$ cat config.mk
export PLATFORM = sky130hd
export DESIGN_NAME = qdf_front
export DESIGN_NICKNAME = d
export VERILOG_FILES = /design/src/rtl/core/qdf_pkg.sv /design/src/rtl/core/qdf_front.sv
export SDC_FILE = /design/constraint.sdc
export NUM_CORES = 1
export LEC_CHECK = 0
export BUFFER_PORTS_ARGS = -buffer_cell sky130_fd_sc_hd__buf_2
export CAP_MARGIN = 20
export CORE_UTILIZATION = 35
export CTS_CLUSTER_DIAMETER = 40
export DETAILED_ROUTE_END_ITERATION = 8
export PLACE_DENSITY_LB_ADDON = 0.15
export SLEW_MARGIN = 15
export SYNTH_ARGS = -nofsm -noshare
export SYNTH_HDL_FRONTEND = slang
export SYNTH_SLANG_ARGS = --single-unit
$ cat constraint.sdc
create_clock -name clk -period 3.86 [get_ports clk]
set_input_delay 0.193 -clock clk [delete_from_list [all_inputs] [get_ports clk]]
set_output_delay 0.193 -clock clk [all_outputs]
set_load 0.01 [all_outputs]
$ cat src/rtl/core/qdf_pkg.sv
`default_nettype none

package qdf_pkg;

    localparam int VEL_WIDTH_DEF = 16;
    localparam int CFG_W         = 16;
    localparam int COEFF_W       = 16;
    localparam int GAIN_W        = 32;
    localparam int FORCE_W       = 32;
    localparam int FRAC_SHIFT    = 24;
    localparam int CFG_INDEX_W   = 8;
    // must be a power of two: pointers wrap naturally
    localparam int QUEUE_DEPTH   = 2;

    localparam logic [CFG_W-1:0] DRAG_STRENGTH_RST = 16'd256;
    localparam logic [CFG_W-1:0] MIN_SPEED_RST     = 16'd1;

    localparam logic [FORCE_W-1:0] FORCE_POS_MAX = 32'h7FFF_FFFF;
    localparam logic [FORCE_W-1:0] FORCE_NEG_MIN = 32'h8000_0000;

    typedef enum logic [CFG_INDEX_W-1:0] {
        REG_DRAG_STRENGTH = 8'd0,
        REG_MIN_SPEED     = 8'd1
    } cfg_reg_t;

    typedef struct packed {
        logic [CFG_W-1:0] drag_strength;
        logic [CFG_W-1:0] min_speed;
    } cfg_t;

endpackage

`default_nettype wire

$ cat src/rtl/core/qdf_front.sv
`default_nettype none

module qdf_front #(
    parameter int VEL_WIDTH = qdf_pkg::VEL_WIDTH_DEF,
    parameter int ITEM_W    = 3 + 2 * VEL_WIDTH + qdf_pkg::GAIN_W
) (
    input  wire logic                          clk,
    input  wire logic                          rst_n,
    input  wire logic                          cell_valid,
    output logic                               cell_stall,
    input  wire logic                          cell_empty,
    input  wire logic                          cell_wall,
    input  wire logic signed [VEL_WIDTH-1:0]   vel_x,
    input  wire logic signed [VEL_WIDTH-1:0]   vel_y,
    input  wire logic [qdf_pkg::COEFF_W-1:0]   drag_coeff,
    input  wire qdf_pkg::cfg_t                 cfg,
    input  wire logic                          q_full,
    output logic                               q_push,
    output logic [ITEM_W-1:0]                  q_data
);

    logic                         valid_reg;
    logic                         valid_next;
    logic                         zero_reg;
    logic                         nx_reg;
    logic                         ny_reg;
    logic [VEL_WIDTH-1:0]         ax_reg;
    logic [VEL_WIDTH-1:0]         ay_reg;
    logic [qdf_pkg::GAIN_W-1:0]   gain_reg;
    logic [VEL_WIDTH-1:0]         vx_u;
    logic [VEL_WIDTH-1:0]         vy_u;
    logic [VEL_WIDTH-1:0]         ax_c;
    logic [VEL_WIDTH-1:0]         ay_c;
    logic                         accept;

    assign vx_u = vel_x;
    assign vy_u = vel_y;
    assign ax_c = vx_u[VEL_WIDTH-1] ? (~vx_u + {{(VEL_WIDTH-1){1'b0}}, 1'b1}) : vx_u;
    assign ay_c = vy_u[VEL_WIDTH-1] ? (~vy_u + {{(VEL_WIDTH-1){1'b0}}, 1'b1}) : vy_u;

    assign cell_stall = valid_reg && q_full;
    assign accept     = cell_valid && !cell_stall;
    assign q_push     = valid_reg && !q_full;
    assign q_data     = {zero_reg, nx_reg, ny_reg, ax_reg, ay_reg, gain_reg};

    always_comb
    begin
        valid_next = valid_reg;
        if (accept)
        begin
            valid_next = 1'b1;
        end
        else if (q_push)
        begin
            valid_next = 1'b0;
        end
    end

    always_ff @(posedge clk or negedge rst_n)
    begin
        if (!rst_n)
        begin
            valid_reg <= 1'b0;
        end
        else
        begin
            valid_reg <= valid_next;
        end
    end

    always_ff @(posedge clk)
    begin
        if (accept)
        begin
            zero_reg <= cell_empty | cell_wall;
            nx_reg   <= vx_u[VEL_WIDTH-1];
            ny_reg   <= vy_u[VEL_WIDTH-1];
            ax_reg   <= ax_c;
            ay_reg   <= ay_c;
            gain_reg <= qdf_pkg::GAIN_W'(cfg.drag_strength) * qdf_pkg::GAIN_W'(drag_coeff);
        end
    end

endmodule

`default_nettype wire

# After elaboration in Yosys (flattened, before gate mapping)
# Index checks and enable logic that the tools add are counted.
# op_classes
mul	1
n_mux	4
n_addsub	2
n_bitwise	3
n_reduce_logical	6
# op_table
op	n
adder 16 x 1 -> 16 bit, second input constant	2
multiplier 16 x 16 -> 32 bit	1
NOT 16 bit	2
2-to-1 mux 15 bit	2
logical AND 1 bit	3
zero test 1 bit	2
2-to-1 mux 1 bit	2
nonzero test 2 bit	1
OR 1 bit	1
# totals
output_inout_bits	69
elab_cells	25
register_bits	68
in_bits	86

# Depth between registers and ports, before layout
# Gate-level depths: netlist (run 1).
# depth
ltp_word	4
ltp_mapped	23
depth_no_buf	21

# Worst setup path after synthesis (run 1)
# Ideal clock, no wire load.
# synth_timing
path_type	input to register
from	input drag_coeff[7] (netlist bit)
to	register gain_reg[24] (netlist bit) (data pin)
required_time_ns	3.595
path_buffers	2
cell_stages	22
arrival_ns	5.320
setup_ns	0.265
setup_slack_ns	-1.725
path_cell_list	clkbuf_1 > nand2_1 > fa_1 > inv_1 > fa_1 > inv_1 > fa_1 > inv_1 > fa_1 > fa_1 > inv_1 > fa_1 > inv_1 > ha_1 > clkbuf_1 > a21oi_1 > nand2_1 > a21oi_1 > o211ai_1 > a21oi_1 > o21ai_0 > xor2_1
# synth_between
elab_chain_len	1
# synth_rtl
item	line	text
from (decl)	qdf_front.sv:15	input wire logic [qdf_pkg::COEFF_W-1:0] drag_coeff,
multiplier 16 x 16 -> 32 bit	qdf_front.sv:80	gain_reg <= qdf_pkg::GAIN_W'(cfg.drag_strength) * qdf_pkg::GAIN_W'(drag_coeff);
to (signal assigned)	qdf_front.sv:80	
to (decl)	qdf_front.sv:29	logic [qdf_pkg::GAIN_W-1:0] gain_reg;
# No other way between the ends.
# A chain may end at the register's enable or synchronous reset.

# Final worst setup path (run 1)
# layout_timing
from	input drag_coeff[4] (netlist bit)
to	register gain_reg[30] (netlist bit) (data pin)
# The elaborated chain is that of the path after synthesis.

==> results of run 1 <==
## metrics by stage
step,hold slack [ns],std cells,util,worst slack [ns]
floorplan,-0.103,1162,-,-1.21
global placement,-0.0312,1813,0.433,-1.71
detailed placement,-0.0308,1813,0.433,-1.73
CTS,0.0534,1840,0.463,-1.19
global route,0.0543,1850,0.473,-1.37
finish,0.0646,1850,0.473,-1.18
## logic make-up (layout without fill, tap and decap cells)
| logic type | count (synthesis) | in the layout |
|---|---|---|
| fa+ha+maj | 300 | 300 |
| mux | 1 | 1 |
| simple gates | 359 | 359 |
| flops | 68 | 68 |
| xor+xnor | 55 | 55 |
| buf+inv | 280 | 566 |
| compound gates | 99 | 99 |
## path summary, 6_finish.rpt
path | start | end | slack, ns | depth (start not counted)
max | drag_coeff[4] | gain_reg[30] | -1.18 | 22
min | vel_x[0] | ax_reg[0] | 0.06 | 1
max reg2reg | valid_reg | gain_reg[21] | 1.97 | 3
min reg2reg | valid_reg | valid_reg | 0.69 | 2
max in group asynchronous | rst_n | valid_reg | 3.62 | 2
min in group asynchronous | rst_n | valid_reg | 0.16 | 2
## layout make-up
class / instances / area share
timing repair buffer: 318 / 0.165
clock buffer: 10 / 0.0154
multi-input combinational: 814 / 0.588
clock inverter: 6 / 0.00277
tap: 402 / 0.0338
inverter: 232 / 0.0585
sequential: 68 / 0.137
## cells in the final DEF (no fill, tap or decap), drive strengths merged, types with 5 or more instances in the layout
cell / Yosys / layout
ha: 106 / 106
buf: 3 / 315
nand3: 9 / 9
nor2b: 5 / 5
nand2: 178 / 178
o21bai: 6 / 6
o31ai: 7 / 7
a21o: 7 / 7
inv: 232 / 232
and2: 115 / 115
a21oi: 36 / 36
or3: 5 / 5
a31oi: 7 / 7
nand4: 6 / 6
edfxtp: 67 / 67
o21ai: 24 / 24
xnor2: 44 / 44
xor2: 11 / 11
fa: 194 / 194
clkbuf: 45 / 10
nor2: 22 / 22
## what timing repair did
item                                    4_1_cts  5_1_grt
hold endpoints to repair                      1        0
pin swaps                                    60       54
setup buffers                                 7       10
cloned                                        3        0
hold buffers                                  1        0
resized for setup                           128       60
endpoints found under the setup margin       25       25
## routing by layer
layer  routed length [um]  up-vias
li1                     -     4146
met1                12200     4322
met2                14800      164
met3                  945       32
met4                  368        0
met5                    0        -
==> impl_metrics.toml, run 1 <==
[synth]
ys_ff_latch = 68
ys_seq_area_frac = 0.182
netlist.area_leader.share = 0.347
synth_compound_area_frac = 0.0546
syn_inst = 1162
netlist_area_um2 = 11200
yosysMostFrequentCell = "inv_1"
synthXorXnorAreaFrac = 0.0431
synth.area.top_cells = "fa_1 35%, edfxtp_1 18%, ha_1 12%, inv_1 7.8%, and2_1 6.4%"
yosys.area.top_type = "fa_1"
synth.distinct_cells = 43
yosysWarnings = 0
syn-num-nets = 1548
syn_area_per_cell_um2 = 9.63
synth_fa_ha_area_frac = 0.466
synth.mux.area_fraction = 0.000895
synth_top_family_by_area = "adder cells"
synthSimpleGateAreaFrac = 0.159
synth_top_flop_cell = "edfxtp_1"
ys_top_cells_by_count = "232 x inv_1, 194 x fa_1, 178 x nand2_1, 115 x and2_1, 106 x ha_1"
synthArstFlopShare = 0.0147
synth_edf_count = 67

[grt]
grt_use_met2 = 0.323
antenna_found_initial = 0
grt_pass1_vias = 9319
busiest_layer = "met2"
track_usage = 0.181
grtUsageMet3 = 0.0222
grtUsageMet1 = 0.233
grt_max_degree = 59
grt_pass1_wl_um = 46900
gr-total-overflow = 0

[sta]
drv_slew = 0
relSlewSlack = 0.491
hold_viol = 0
fin_setup_tns_ns = -22.15
fmax_mhz = 198
setup_violations = 23
clock_skew_ns = 0.00693
worst-slew-pin-transition_ns = 0.763
setup_slack_ns = -1.18
grt_setup_unrepaired = "true"
finalCritPeriodShare = 1.31
finalCriticalPeriod_ns = 5.04

[route]
ant_nets = 0
vias = 8664
wl_per_cell_um = 15.3
drt_iter0_drc = 332
drc = 0
first_pass_iters = 4
via_per_inst = 4.68
totalWireLength_um = 28400

[die]
die_w_um = 181
fp-row-count = 65
die_area_um2 = 32700
core_um2 = 31500
initial_core_util = 0.355
chipHeight_um = 181
io_pins = 155

[layout]
multiInputGateArea_um2 = 8760
n_antenna_cell = 0
drive_gt1_frac = 0.314
largest_reg_flops = 32
regArea_um2 = 2040
fill_cells = 3045
area_growth_pct = 33.1
stdcell_area_um2 = 14900
nets = 1829

[worst_setup_path]
crit_chain = "buf_12 -> and2_4 -> fa_1 -> inv_2 -> fa_1 -> inv_2 -> fa_1 -> inv_2 -> fa_1 -> inv_2 -> fa_1 -> inv_1 -> fa_1 -> inv_2 -> ha_4 -> nand2_2 -> nor2_2 -> a211oi_2 -> o211ai_1 -> a31oi_2 -> o21ai_2 -> xor2_1"
crit_type = "primary input to register"
path_max_fanout = 5
cp.required_ns = 3.95
cpPeakStageDelay_ns = 0.55
worstSetupEndpointType = "register"
crit_family = "adder cells"
start_kind = "primary input"
cp_slowest_cell = "fa_1"
path_buf_inv = 7
worstPathArrival_ns = 5.13
cpMostUsedCell = "fa_1"

[hold_path]
min_path_type = "primary input to register"

[clocking]
clock_sinks = 68
root_buffer = "clkbuf_16"
htree_levels = 3
clk_latency_ns = 0.34
path_clk_slew_ns = 0.06
cts_made_buffers = 9
cts_tree = "yes"
cts_max_path_buffers = 2

[placement]
place_congestion = 0.810
portBuffers = 138
post-dp-hpwl_um = 23800
dpl_cell_area_um2 = 13600

[flow_run]
maxCapViolCount = 0

[status]
violations = "setup timing"
status = "complete, but fails checks"
Power of run 1 is left out: the tool's default activity adds up to more than one toggle a clock period on the data nets, which glitch-free logic cannot reach.
==> inputs of run 2 (changes only) <==
--- a/config.mk
+++ b/config.mk
@@ -10,7 +10,7 @@
 export CORE_UTILIZATION = 35
 export CTS_CLUSTER_DIAMETER = 40
 export DETAILED_ROUTE_END_ITERATION = 8
-export PLACE_DENSITY_LB_ADDON = 0.15
+export PLACE_DENSITY = 0.66
 export SLEW_MARGIN = 15
 export SYNTH_ARGS = -nofsm -noshare
 export SYNTH_HDL_FRONTEND = slang
==> run 2 against run 1 <==
Net effect: the run still ends with setup timing left; first-iteration DRC count shrank 15%; die area did not move; flip-flop and latch count stayed put; via count grew 1.9%; clock skew rose by 0.0027 ns; sequential share of layout area shrank 0.073 points; clock-buffer cell count is the same; global-route usage is 0.48 points lower.
==> impl_metrics.toml, run 2 (synthesis gave the netlist of run 1 again) <==
[status]
status = "complete, but fails checks"
violations = "setup timing"

[hold_path]
holdPathEnd = "valid_reg"
min_from = "cell_valid"
min_path_type = "primary input to register"
whs_path_depth = 2

[grt]
antenna_found_initial = 0
grt_pass1_vias = 9578
track_usage = 0.176
gr-total-overflow = 0
grt_max_degree = 22
grt_pass1_wl_um = 46200

[placement]
post-place-cells = 1807
place_congestion = 0.894
portBuffers = 138
post-dp-hpwl_um = 23500

[worst_setup_path]
crit_type = "primary input to register"
cp.required_ns = 3.93
crit_chain = "buf_12 -> buf_6 -> buf_6 -> and2_4 -> fa_1 -> inv_2 -> fa_1 -> fa_2 -> fa_1 -> inv_2 -> fa_1 -> inv_2 -> fa_1 -> inv_2 -> ha_4 -> buf_6 -> a211oi_4 -> o211ai_1 -> a21oi_2 -> a31oi_1 -> xor2_1"
regToRegSetupSlack_ns = 2.02
path_max_fanout = 4
cpPeakStageDelay_ns = 0.59
start_kind = "primary input"
cpMostUsedCell = "fa_1"
regToRegEndpoint = "ax_reg[4]"
worstReg2RegStart = "valid_reg"
worstSetupEndpointType = "register"
reg2reg_depth = 3
worstPathArrival_ns = 5.10
cp_slowest_cell = "fa_1"

[route]
drc = 0
via_per_inst = 4.77
drt_iter0_drc = 283
totalWireLength_um = 27800
ant_nets = 0
first_pass_iters = 4
wl_per_cell_um = 15.0
vias = 8832

[layout]
fill_cells = 2870
area_growth_pct = 33.8
regArea_um2 = 2040
multiInputGateArea_um2 = 8730
nets = 1832
fin_util = 0.476
drive_gt1_frac = 0.322
n_antenna_cell = 0
final_cell_mix = "215 x inv_1, 188 x fa_1, 165 x nand2_1, 145 x buf_4, 117 x buf_2"
finalNonFillerCells = 1853
largest_reg_flops = 32
final_common_cell = "inv_1"

[clocking]
cts_tree = "yes"
path_clk_slew_ns = 0.06
clock_sinks = 68
clk_latency_ns = 0.33
cts_max_path_buffers = 2
htree_levels = 3
root_buffer = "clkbuf_16"
cts_made_buffers = 9

[sta]
finalCriticalPeriod_ns = 5.03
holdWs_ns = 0.0767
worst-slew-pin-transition_ns = 0.700
relSlewSlack = 0.532
drv_slew = 0
finalCritPeriodShare = 1.30
setup_violations = 24
fmax_mhz = 199
clock_skew_ns = 0.00959
setup_slack_ns = -1.17
hold_viol = 0
grt_setup_unrepaired = "true"

[flow_run]
maxCapViolCount = 0

[die]
fp-row-count = 65
initial_core_util = 0.355
io_pins = 155
die_w_um = 181
die_area_um2 = 32700
chipHeight_um = 181
core_um2 = 31500
[run 2: metal layers]
metal / up-vias / track usage / routed length [um]
li1: 4146 / - / -
met1: 4474 / 0.212 / 11400
met2: 177 / 0.331 / 15000
met3: 35 / 0.0240 / 1010
met4: 0 / 0.0369 / 401
met5: - / 0 / 0
[run 2: how the worst max path moves through the flow]
stage / start / end
after floorplan: cfg[19] / gain_reg[30]
after detailed placement: drag_coeff[4] / gain_reg[29]
after CTS: cfg[22] / gain_reg[29]
final: drag_coeff[5] / gain_reg[28]
after global routing: cfg[25] / gain_reg[28]
after global placement: drag_coeff[4] / gain_reg[29]
[run 2: area by class of cell]
| type | instances | area share |
|---|---|---|
| multi-input cells | 814 | 0.583 |
| clock inverters | 6 | 0.00593 |
| clock buffers | 10 | 0.0153 |
| flip-flops and latches | 68 | 0.136 |
| well taps | 402 | 0.0336 |
| inverters | 232 | 0.0582 |
| repair buffers | 321 | 0.168 |
[run 2: what timing repair did]
item,4_1_cts,5_1_grt
resized for setup,137,71
gates cloned,1,0
hold buffers,1,0
hold endpoints to repair,1,0
buffers inserted,23,11
pin swaps,71,57
endpoints found under the setup margin,24,25
[run 2: per-stage QoR]
| step | setup TNS [ns] | area [um2] | setup slack (ns) |
|---|---|---|---|
| floorplan | -22.27 | 11700 | -1.21 |
| global placement | -34.20 | 13600 | -1.72 |
| detailed placement | -35.30 | 13600 | -1.78 |
| CTS | -22.64 | 14700 | -1.15 |
| global route | -26.20 | 15000 | -1.37 |
| finish | -22.80 | 15000 | -1.17 |
[run 2: critical path, delay by kind of cell]
kind / cells / cell delay, ns
AO/OA/AOI/OAI: 4 / 0.80
XOR/XNOR: 1 / 0.17
adder cells (fa/ha/maj): 7 / 3.19
buffers and inverters: 8 / 0.63
AND/OR/NAND/NOR: 1 / 0.12
Power of run 2 is left out for the same reason.
