## config.mk

```make
export PLATFORM = sky130hd
export DESIGN_NAME = qdf_queue
export DESIGN_NICKNAME = d
export VERILOG_FILES = /design/src/rtl/core/qdf_pkg.sv /design/src/rtl/core/qdf_queue.sv
export SDC_FILE = /design/constraint.sdc
export NUM_CORES = 1
export LEC_CHECK = 0
export BUFFER_PORTS_ARGS = -buffer_cell sky130_fd_sc_hd__buf_4
export CAP_MARGIN = 0
export CORE_MARGIN = 2
export CORE_UTILIZATION = 45
export CTS_CLUSTER_SIZE = 16
export DETAILED_ROUTE_END_ITERATION = 8
export PLACE_DENSITY = 0.77
export SYNTH_ARGS = -nofsm -noshare
export SYNTH_HDL_FRONTEND = slang
export SYNTH_SLANG_ARGS = --single-unit
export TNS_END_PERCENT = 20
```

## constraint.sdc

```tcl
create_clock -name clk -period 3.2 [get_ports clk]
set_input_delay 0.64 -clock clk [delete_from_list [all_inputs] [get_ports clk]]
set_output_delay 0.64 -clock clk [all_outputs]
set_load 0.1 [all_outputs]
```

## src/rtl/core/qdf_pkg.sv

```systemverilog
`default_nettype none

package qdf_pkg;

    localparam int VEL_WIDTH_DEF = 16;
    localparam int CFG_W         = 16;
    localparam int COEFF_W       = 16;
    localparam int GAIN_W        = 32;
    localparam int FORCE_W       = 32;
    localparam int FRAC_SHIFT    = 24;
    localparam int CFG_INDEX_W   = 8;
    // must be a power of two: pointers wrap naturally
    localparam int QUEUE_DEPTH   = 2;

    localparam logic [CFG_W-1:0] DRAG_STRENGTH_RST = 16'd256;
    localparam logic [CFG_W-1:0] MIN_SPEED_RST     = 16'd1;

    localparam logic [FORCE_W-1:0] FORCE_POS_MAX = 32'h7FFF_FFFF;
    localparam logic [FORCE_W-1:0] FORCE_NEG_MIN = 32'h8000_0000;

    typedef enum logic [CFG_INDEX_W-1:0] {
        REG_DRAG_STRENGTH = 8'd0,
        REG_MIN_SPEED     = 8'd1
    } cfg_reg_t;

    typedef struct packed {
        logic [CFG_W-1:0] drag_strength;
        logic [CFG_W-1:0] min_speed;
    } cfg_t;

endpackage

`default_nettype wire

```

## src/rtl/core/qdf_queue.sv

```systemverilog
`default_nettype none

module qdf_queue #(
    parameter int WIDTH = 8
) (
    input  wire logic             clk,
    input  wire logic             rst_n,
    input  wire logic             push,
    input  wire logic [WIDTH-1:0] push_data,
    output logic                  full,
    input  wire logic             pop,
    output logic                  empty,
    output logic [WIDTH-1:0]      head
);

    localparam int DEPTH = qdf_pkg::QUEUE_DEPTH;
    localparam int PTR_W = (DEPTH > 1) ? $clog2(DEPTH) : 1;
    localparam int CNT_W = $clog2(DEPTH + 1);

    logic [WIDTH-1:0] slot_reg [DEPTH];
    logic [PTR_W-1:0] wr_ptr_reg;
    logic [PTR_W-1:0] rd_ptr_reg;
    logic [CNT_W-1:0] count_reg;
    logic [CNT_W-1:0] count_next;

    assign full  = (count_reg == CNT_W'(DEPTH));
    assign empty = (count_reg == '0);
    assign head  = slot_reg[rd_ptr_reg];

    always_comb
    begin
        count_next = count_reg;
        if (push && !pop)
        begin
            count_next = count_reg + CNT_W'(1);
        end
        else if (pop && !push)
        begin
            count_next = count_reg - CNT_W'(1);
        end
    end

    always_ff @(posedge clk or negedge rst_n)
    begin
        if (!rst_n)
        begin
            wr_ptr_reg <= '0;
            rd_ptr_reg <= '0;
            count_reg  <= '0;
        end
        else
        begin
            count_reg <= count_next;
            if (push)
            begin
                wr_ptr_reg <= wr_ptr_reg + PTR_W'(1);
            end
            if (pop)
            begin
                rd_ptr_reg <= rd_ptr_reg + PTR_W'(1);
            end
        end
    end

    always_ff @(posedge clk)
    begin
        if (push)
        begin
            slot_reg[wr_ptr_reg] <= push_data;
        end
    end

endmodule

`default_nettype wire

```

Word-level counts from Yosys, hierarchy flattened --
Memory sizes are Yosys's and may differ from the RTL's. Index checks and enable logic that the tools add are counted.
Storage, ports and cells: bits in writable memories 16, output and inout bits 10, input bits 12, memories 1, register bits after elaboration 4, logic and storage cells 19
Operators by class: muxes and demuxes 4, reductions and logical operators 6, $add $sub $neg 4, eq/ne operators 1
Memories:
- slot_reg | depth 2, width 8, read ports 1, clocked after Yosys merged registers in 0, wr ports 1, RTL line qdf_queue.sv:20 | logic [WIDTH-1:0] slot_reg [DEPTH];
Operators with widths (number):
- $mux 2 | 2
- $add 1x1->1 const B | 2
- $add 2x1->2 const B | 1
- $eq 2x2->1 const B | 1
- $logic_and 1x1->1 | 2
- $logic_not 1->1 | 2
- $logic_not 2->1 | 1
- $mux 1 | 2
- $reduce_bool 2->1 | 1
- $sub 2x1->2 const B | 1

Longest topological paths before layout --
Gate-level depths: netlist of run 1.
word-level depth 4, gate-level depth with buffers 5

Least setup slack after synthesis of run 1 --
OpenSTA, ideal clock, no wires.
kind flip-flop to output port, start register count_reg[0], end output empty, data required time 2.560 ns, buffers on the path 0, path slack 0.884 ns, stages on the path, launching flop included 2, data arrival time 1.676 ns, cells stage by stage dfrtp_1 -> nor2_1
Between the ends: word-level cells in the longest chain between the ends 1
RTL lines:
- start, declared | RTL line qdf_queue.sv:23 | logic [CNT_W-1:0] count_reg;
- start signal, assigned | RTL line qdf_queue.sv:53 | count_reg <= count_next;
- $logic_not 2->1 | RTL line qdf_queue.sv:27 | assign empty = (count_reg == '0);
- end, declared | RTL line qdf_queue.sv:12 | output logic empty,
Every way passes these cells.

Worst setup path after layout of run 1 --
start register rd_ptr_reg, end output head[6]
Between the ends: word-level cells in the longest chain between the ends 1
RTL lines:
- start, declared | RTL line qdf_queue.sv:22 | logic [PTR_W-1:0] rd_ptr_reg;
- start signal, assigned | RTL line qdf_queue.sv:60 | rd_ptr_reg <= rd_ptr_reg + PTR_W'(1);
- $mem_v2 2x8
- end, declared | RTL line qdf_queue.sv:13 | output logic [WIDTH-1:0] head
Every way passes these cells.

==> impl_metrics.env, run 1 <==
export IMPL_cts_tree="built"
export IMPL_clk_path_buf_depth=2
export IMPL_yosysWarnings=0
export IMPL_cts_resized=0
export IMPL_area_growth_pct=25.0
export IMPL_max_freq_ghz=0.465
export IMPL_root_buffer="clkbuf_4"
export IMPL_numCtsBuffers=3
export IMPL_routabilityCongestion=0.643
export IMPL_drc=0
export IMPL_finalSetupViolCount=0
export IMPL_post_route_period_util_pct=67.2
export IMPL_r2r_start="wr_ptr_reg"
export IMPL_final_fill_count=113
export IMPL_avgSynthCellArea_sq_um=18.8
export IMPL_cpLargestDelayFamily="flip-flops"
export IMPL_grt_pass1_wl_mm=1.84
export IMPL_outcome="completed"
export IMPL_grt_max_degree=12
export IMPL_nets=79
export IMPL_routed_via_count=407
export IMPL_start_util_pct=49.4
export IMPL_synth_adder_area_share_pct=1.62
export IMPL_arrival_ps=1510
export IMPL_ys_seq_elements=20
export IMPL_regArea_sq_um=581
export IMPL_instances_no_fill=81
export IMPL_hold_violations=0
export IMPL_io_buffers=21
export IMPL_ff2ff_setup_slack_ps=1850
export IMPL_place_ws_ps=1380
export IMPL_vias_per_cell=5.02
export IMPL_slew_headroom_pct=51.2
export IMPL_dpl_hpwl_microns=860
export IMPL_path_class="reg2out"
export IMPL_worstReg2RegEnd="slot_reg[0][0]"
export IMPL_synth_area_sq_um=771
export IMPL_yosysTopAreaCellShare_pct=62.3
export IMPL_grt_setup_unrepaired="no"
export IMPL_drive_gt1_share_pct=50.8
export IMPL_diodes=0
export IMPL_synth_cell_types=12
export IMPL_synth_area_mux_share_pct=11.7
export IMPL_path_clk_slew_ps=100
export IMPL_timing_final_ws_setup_ps=1050
export IMPL_startpoint="rd_ptr_reg"
export IMPL_drv_slew=0
export IMPL_hp_class="in2async"
export IMPL_critical_path_depth=2
export IMPL_max_stage_delay_ps=590
export IMPL_largest_reg_flops=16
export IMPL_slowest_stage="dfrtp_1"
export IMPL_synth_top_family_by_area="multiplexers"
export IMPL_final_cell_mix="21 x buf_4, 16 x edfxtp_1, 8 x mux2_2, 4 x xor2_1, 4 x dfrtp_1"
export IMPL_grt_use_total_pct=13.7
export IMPL_synth_compound_area_share_pct=0
export IMPL_syn_nets=54
export IMPL_synthSimpleGateAreaFrac_pct=3.73
export IMPL_worst_clock_skew_ps=4.47
export IMPL_ys_top_cells_by_area="edfxtp_1 62%, dfrtp_1 13%, mux2_2 12%"
export IMPL_yosysTopAreaCell="edfxtp_1"
export IMPL_ys_seq_area_share_pct=75.3
export IMPL_mostFrequentLayoutCell="buf_4"
export IMPL_fp_dieW_microns=45.4
export IMPL_ant_nets=0
export IMPL_worstMarginPinSlew_ps=731
export IMPL_cts_hold_buf=0
export IMPL_max_cap_viol_count=0
export IMPL_setup_tns_ps=0
export IMPL_dp_cells=77
export IMPL_post_drt_wl_per_cell_microns=14.3
export IMPL_cts_setup_buffers=0
export IMPL_clock_latency_ps=300
export IMPL_rows=14
export IMPL_critPathBufInv=1
export IMPL_grt_antenna_before_repair=0
export IMPL_numClockSinks=20
export IMPL_dieArea_sq_mm=0.00206
export IMPL_cp_end_kind="primary output"
export IMPL_multiInputGateArea_sq_um=175
export IMPL_io_pins=22
export IMPL_rr_worst_depth=1
export IMPL_grt_pass1_vias=407
export IMPL_htree_levels=1
export IMPL_crit_chain="mux2_2, buf_4"
export IMPL_synth_xor_area_share_pct=5.68
export IMPL_finalCriticalPeriod_ps=2150
export IMPL_core_area_sq_mm=0.00156
export IMPL_die_y_microns=45.4
export IMPL_crit_path_max_fanout=9
export IMPL_cp_data_required_time_ps=2560
export IMPL_critPathLaunchType="flip-flop"
export IMPL_drt_iter0_drc=0
export IMPL_overflow=0
export IMPL_routed_wirelength_mm=1.16
export IMPL_firstDrtPassIters=1
export IMPL_synthCells=41
## cell type report
class / instances / area share, %
Sequential cell: 20 / 60.3
Timing Repair Buffer: 21 / 16.4
Tap cell: 16 / 2.08
Clock buffer: 4 / 2.73
Inverter: 1 / 0.390
Multi-Input combinational cell: 19 / 18.2
## synthesized netlist by cell type
library cell,instances
nor2b_1,1
ha_1,1
xnor2_1,1
mux2_2,8
edfxtp_1,16
buf_6,1
and2b_2,1
nor2_1,2
inv_1,1
xor2_1,4
and2_1,1
dfrtp_1,4
## worst max-delay path by stage
stage                          to  slack (ps)
after floorplan             empty         880
after global placement    head[5]        1400
after detailed placement  head[6]        1380
after CTS                 head[6]        1040
after global routing      head[6]        1010
final                     head[6]        1050
## cells by family after synthesis
group | after synthesis
DFF | 20
adders and majority gates | 1
muxes | 8
and+or+nand+nor | 5
buffers and inverters | 2
xor gates and xnor gates | 5
## metrics by stage
step	util (%)	hold WS [ps]	cell area, sq um
3_3_place_gp	60.1	440	937
5_1_grt	61.8	111	963
2_1_floorplan	-	344	771
3_5_place_dp	60.1	438	937
4_1_cts	61.8	112	963
6_report	61.8	117	963
## metal layers
| metal | GRT usage (%) | share of wire, % |
|---|---|---|
| met5 | 0 | 0 |
| met4 | 8.82 | 2.8 |
| met3 | 3.57 | 4.3 |
| met2 | 23.7 | 55 |
| met1 | 14.7 | 38 |
Power of run 1 is left out: the tool's default activity adds up to more than one toggle a clock period on the data nets, which glitch-free logic cannot reach.
==> run 2, diff against run 1 <==
==> constraint.sdc (replaced) <==
create_clock -name clk -period 2.25 [get_ports clk]
set_input_delay 0.45 -clock clk [delete_from_list [all_inputs] [get_ports clk]]
set_output_delay 0.45 -clock clk [all_outputs]
set_load 0.1 [all_outputs]
==> run 2 against run 1 <==
Net effect: final area increased by 1.8%; first-iteration DRC count rose by 6; count of clock-buffer cells in the layout shrank 1; register-to-register slack worse by 780 ps; clock skew shrank 2.5 ps; flip-flop and latch count unchanged; utilization grew 1.1 points; global-route usage is 0.096 points higher; worst hold slack improved by 210 ps; final cell count rose by 2.5%; critical path depth unchanged; non-clock buffer count rose by 2.
==> impl_metrics.env, run 2 (synthesis gave the netlist of run 1 again) <==
export IMPL_timing_final_ws_setup_ps=313
export IMPL_max_stage_delay_ps=570
export IMPL_hp_class="in2reg"
export IMPL_ant_nets=0
export IMPL_area_growth_pct=27.3
export IMPL_firstDrtPassIters=2
export IMPL_grt_antenna_before_repair=0
export IMPL_rows=14
export IMPL_cts_setup_buffers=0
export IMPL_root_buffer="clkbuf_4"
export IMPL_path_clk_slew_ps=110
export IMPL_max_cap_viol_count=0
export IMPL_outcome="completed"
export IMPL_gr_max_usage_layer="met2"
export IMPL_regArea_sq_um=581
export IMPL_grt_max_degree=12
export IMPL_crit_chain="mux2_2, buf_4"
export IMPL_post_route_period_util_pct=86.1
export IMPL_numClockSinks=20
export IMPL_drive_gt1_share_pct=50.7
export IMPL_max_freq_ghz=0.516
export IMPL_io_buffers=21
export IMPL_final_cell_mix="22 x buf_4, 16 x edfxtp_1, 8 x mux2_2, 4 x xor2_1, 4 x dfrtp_1"
export IMPL_routed_via_count=407
export IMPL_routabilityCongestion=0.629
export IMPL_slowest_stage="dfrtp_1"
export IMPL_finalSetupViolCount=0
export IMPL_drt_iter0_drc=6
export IMPL_diodes=0
export IMPL_overflow=0
export IMPL_drv_slew=0
export IMPL_grt_pass1_vias=449
export IMPL_worst_clock_skew_ps=1.98
export IMPL_hold_violations=0
export IMPL_cts_tree="built"
export IMPL_setup_tns_ps=0
export IMPL_critPathLaunchType="flip-flop"
export IMPL_nets=81
export IMPL_fp_dieW_microns=45.4
export IMPL_dpl_hpwl_microns=896
export IMPL_min_path_cells=2
export IMPL_path_class="reg2out"
export IMPL_place_ws_ps=630
export IMPL_finalCriticalPeriod_ps=1940
export IMPL_start_util_pct=49.4
export IMPL_arrival_ps=1490
export IMPL_hp_start="pop"
export IMPL_slew_headroom_pct=73.7
export IMPL_io_pins=22
export IMPL_rr_worst_depth=2
export IMPL_htree_levels=1
export IMPL_grt_setup_unrepaired="no"
export IMPL_min_to="rd_ptr_reg"
export IMPL_use_met3_pct=4.76
export IMPL_worstReg2RegEnd="slot_reg[0][4]"
export IMPL_critPathBufInv=1
export IMPL_grt_pass1_wl_mm=1.88
export IMPL_mostFrequentLayoutCell="buf_4"
export IMPL_ff2ff_setup_slack_ps=1070
export IMPL_dieArea_sq_mm=0.00206
export IMPL_grt_util_met1_pct=13.4
export IMPL_largest_reg_flops=16
export IMPL_drc=0
export IMPL_numCtsBuffers=3
export IMPL_grtUsageMet2_pct=26.2
export IMPL_grt_use_total_pct=13.8
export IMPL_hold_slack_ps=326
export IMPL_routed_wirelength_mm=1.17
export IMPL_cts_hold_buf=1
export IMPL_cts_resized=0
export IMPL_cp_end_kind="primary output"
export IMPL_cpLargestDelayFamily="flip-flops"
export IMPL_cp_data_required_time_ps=1800
export IMPL_final_fill_count=120
export IMPL_core_area_sq_mm=0.00156
export IMPL_clock_latency_ps=290
export IMPL_crit_path_max_fanout=9
export IMPL_r2r_start="wr_ptr_reg"
export IMPL_multiInputGateArea_sq_um=175
export IMPL_post_drt_wl_per_cell_microns=14.1
export IMPL_clk_path_buf_depth=2
export IMPL_die_y_microns=45.4
export IMPL_worstMarginPinSlew_ps=395
export IMPL_vias_per_cell=4.90
## run 2: cell types whose count changed in the layout (fill, tap and decap cells not counted)
cell	change
clkinv_1	+1
dlygate4sd3_1	+1
buf_4	+1
clkbuf_1	-1
## run 2: per-layer routing
metal | vias to the layer above | routed length [microns]
li1 | 200 | -
met1 | 195 | 442
met2 | 10 | 674
met3 | 2 | 42
met4 | 0 | 13
met5 | - | 0
## run 2: final cells by class
class,instances,area share (%)
clock buffer,3,2.30
multi-input combinational,19,17.9
sequential,20,59.2
timing repair buffer,23,17.9
clock inverter,1,0.383
inverter,1,0.383
tap,16,2.04
## run 2: worst register-to-register path, delay by kind of cell (launching register included)
kind,cells,cell delay [ps]
buf+inv,1,210
flops,1,410
simple gates,1,280
## run 2: worst max path at each step
stage / slack, ps / cells past startpoint / from / endpoint
3_5_place_dp: 630 / 2 / rd_ptr_reg / head[5]
6_report: 310 / 2 / rd_ptr_reg / head[1]
2_1_floorplan: 120 / 1 / count_reg[0] / empty
3_3_place_gp: 640 / 2 / rd_ptr_reg / head[5]
4_1_cts: 290 / 2 / rd_ptr_reg / head[1]
5_1_grt: 240 / 2 / rd_ptr_reg / head[5]
## run 2: stage by stage
stage	utilization, %	cells	instance area, sq um
5_1_grt	62.9	83	981
2_1_floorplan	-	41	771
6_report	62.9	83	981
3_5_place_dp	60.6	78	945
4_1_cts	62.9	83	981
3_3_place_gp	60.6	78	945
Power of run 2 is left out for the same reason.
==> run 3, diff against run 2 <==
--- a/config.mk
+++ b/config.mk
@@ -8,10 +8,10 @@
 export BUFFER_PORTS_ARGS = -buffer_cell sky130_fd_sc_hd__buf_4
 export CAP_MARGIN = 0
 export CORE_MARGIN = 2
-export CORE_UTILIZATION = 45
+export CORE_UTILIZATION = 30
 export CTS_CLUSTER_SIZE = 16
 export DETAILED_ROUTE_END_ITERATION = 8
-export PLACE_DENSITY = 0.77
+export PLACE_DENSITY = 0.57
 export SYNTH_ARGS = -nofsm -noshare
 export SYNTH_HDL_FRONTEND = slang
 export SYNTH_SLANG_ARGS = --single-unit
==> constraint.sdc (replaced) <==
create_clock -name clk -period 2.34 [get_ports clk]
set_input_delay 0.468 -clock clk [delete_from_list [all_inputs] [get_ports clk]]
set_output_delay 0.468 -clock clk [all_outputs]
set_load 0.1 [all_outputs]
==> run 3 against run 2 <==
Net effect: first-iteration DRC count decreased by 17%; global-route usage down 5.6 points; worst hold slack better by 28 ps; via count down 2.0%; count of clock-buffer cells in the layout stayed put; setup slack improved by 64 ps; register-to-register slack better by 170 ps; wire length rose by 0.85%; critical path type unchanged; critical endpoint is now head[0].
==> impl_metrics.env, run 3 (synthesis gave the netlist of run 1 again) <==
export IMPL_routabilityCongestion=0.641
export IMPL_start_util_pct=31.4
export IMPL_crit_path_end="head[0]"
export IMPL_finalCriticalPeriod_ps=1960
export IMPL_area_growth_pct=29.5
export IMPL_overflow=0
export IMPL_nets=81
export IMPL_grt_antenna_before_repair=0
export IMPL_mostFrequentLayoutCell="buf_4"
export IMPL_vias_per_cell=4.11
export IMPL_post_route_period_util_pct=83.9
export IMPL_rr_worst_depth=1
export IMPL_routed_wirelength_mm=1.18
export IMPL_core_area_sq_mm=0.00245
export IMPL_htree_levels=1
export IMPL_critPathLaunchType="flip-flop"
export IMPL_slew_headroom_pct=74.2
export IMPL_diodes=0
export IMPL_largest_reg_flops=16
export IMPL_io_buffers=21
export IMPL_dieArea_sq_mm=0.00299
export IMPL_worstMarginPinSlew_ps=387
export IMPL_routed_via_count=399
export IMPL_drive_gt1_share_pct=50.7
export IMPL_numClockSinks=20
export IMPL_finalSetupViolCount=0
export IMPL_drc=0
export IMPL_crit_path_max_fanout=9
export IMPL_cts_resized=0
export IMPL_root_buffer="clkbuf_4"
export IMPL_setup_tns_ps=0
export IMPL_clock_latency_ps=290
export IMPL_numCtsBuffers=3
export IMPL_fp_dieW_microns=54.7
export IMPL_drt_iter0_drc=5
export IMPL_cts_tree="built"
export IMPL_grt_use_total_pct=8.21
export IMPL_max_freq_ghz=0.509
export IMPL_cp_data_required_time_ps=1870
export IMPL_max_cap_viol_count=0
export IMPL_startpoint="rd_ptr_reg"
export IMPL_grt_pass1_wl_mm=1.56
export IMPL_die_y_microns=54.7
export IMPL_clk_path_buf_depth=2
export IMPL_cp_end_kind="primary output"
export IMPL_grt_max_degree=12
export IMPL_outcome="completed"
export IMPL_post_drt_wl_per_cell_microns=12.2
export IMPL_ant_nets=0
export IMPL_path_clk_slew_ps=100
export IMPL_grt_pass1_vias=347
export IMPL_hp_class="in2reg"
export IMPL_dpl_hpwl_microns=848
export IMPL_arrival_ps=1500
export IMPL_r2r_start="wr_ptr_reg"
export IMPL_worstReg2RegEnd="slot_reg[1][0]"
export IMPL_firstDrtPassIters=5
export IMPL_grt_setup_unrepaired="no"
export IMPL_drv_slew=0
export IMPL_worst_clock_skew_ps=3.07
export IMPL_final_cell_mix="22 x buf_4, 16 x edfxtp_1, 8 x mux2_2, 4 x xor2_1, 4 x dfrtp_1"
export IMPL_path_class="reg2out"
export IMPL_ff2ff_setup_slack_ps=1240
export IMPL_rows=18
export IMPL_io_pins=22
export IMPL_final_fill_count=236
export IMPL_hold_violations=0
[run 3: critical path, cell delays in order, from the launching register on]
cell,delay [ps]
dfrtp_1,580
mux2_2,390
buf_4,230
[run 3: layout make-up]
type / instances / area [sq um] / share of cell area, %
tap: 30 / 37.5 / 3.76
multi-input combinational: 19 / 175 / 17.5
inverter: 1 / 3.75 / 0.376
clock inverter: 1 / 3.75 / 0.376
clock buffer: 3 / 22.5 / 2.26
timing repair buffer: 23 / 175 / 17.5
sequential: 20 / 581 / 58.1
[run 3: timing repair]
action | CTS | global route
hold buffers | 1 | 0
setup endpoints to repair | 0 | 0
endpoints found under the hold margin | 4 | 0
buffers inserted | 0 | 0
[run 3: per-layer routing]
layer  GRT usage, %  vias to the layer above  part of all wire, %
li1               -                      198                    -
met1           10.7                      184                   52
met2           10.7                       17                   41
met3           3.28                        0                  7.2
met4           6.25                        0                    0
met5              0                        -                    0
[run 3: metrics by stage]
step	utilization [%]	setup slack, ps	hold slack, ps	cells	instance area (sq um)
global route	40.7	302	327	97	998
global placement	39.2	679	271	92	962
finish	40.7	376	354	97	998
CTS	40.7	355	345	97	998
floorplan	-	196	172	41	771
detailed placement	39.2	689	270	92	962
[run 3: how the worst min path moves through the flow]
stage	start	to	slack (ps)	cells after the start
2_1_floorplan	rst_n	count_reg[0]	170	0
3_3_place_gp	rst_n	count_reg[1]	270	1
3_5_place_dp	rst_n	count_reg[1]	270	1
4_1_cts	push_data[7]	slot_reg[1][7]	340	1
5_1_grt	push_data[6]	slot_reg[1][6]	330	1
6_report	pop	rd_ptr_reg	350	2
Power of run 3 is left out for the same reason.
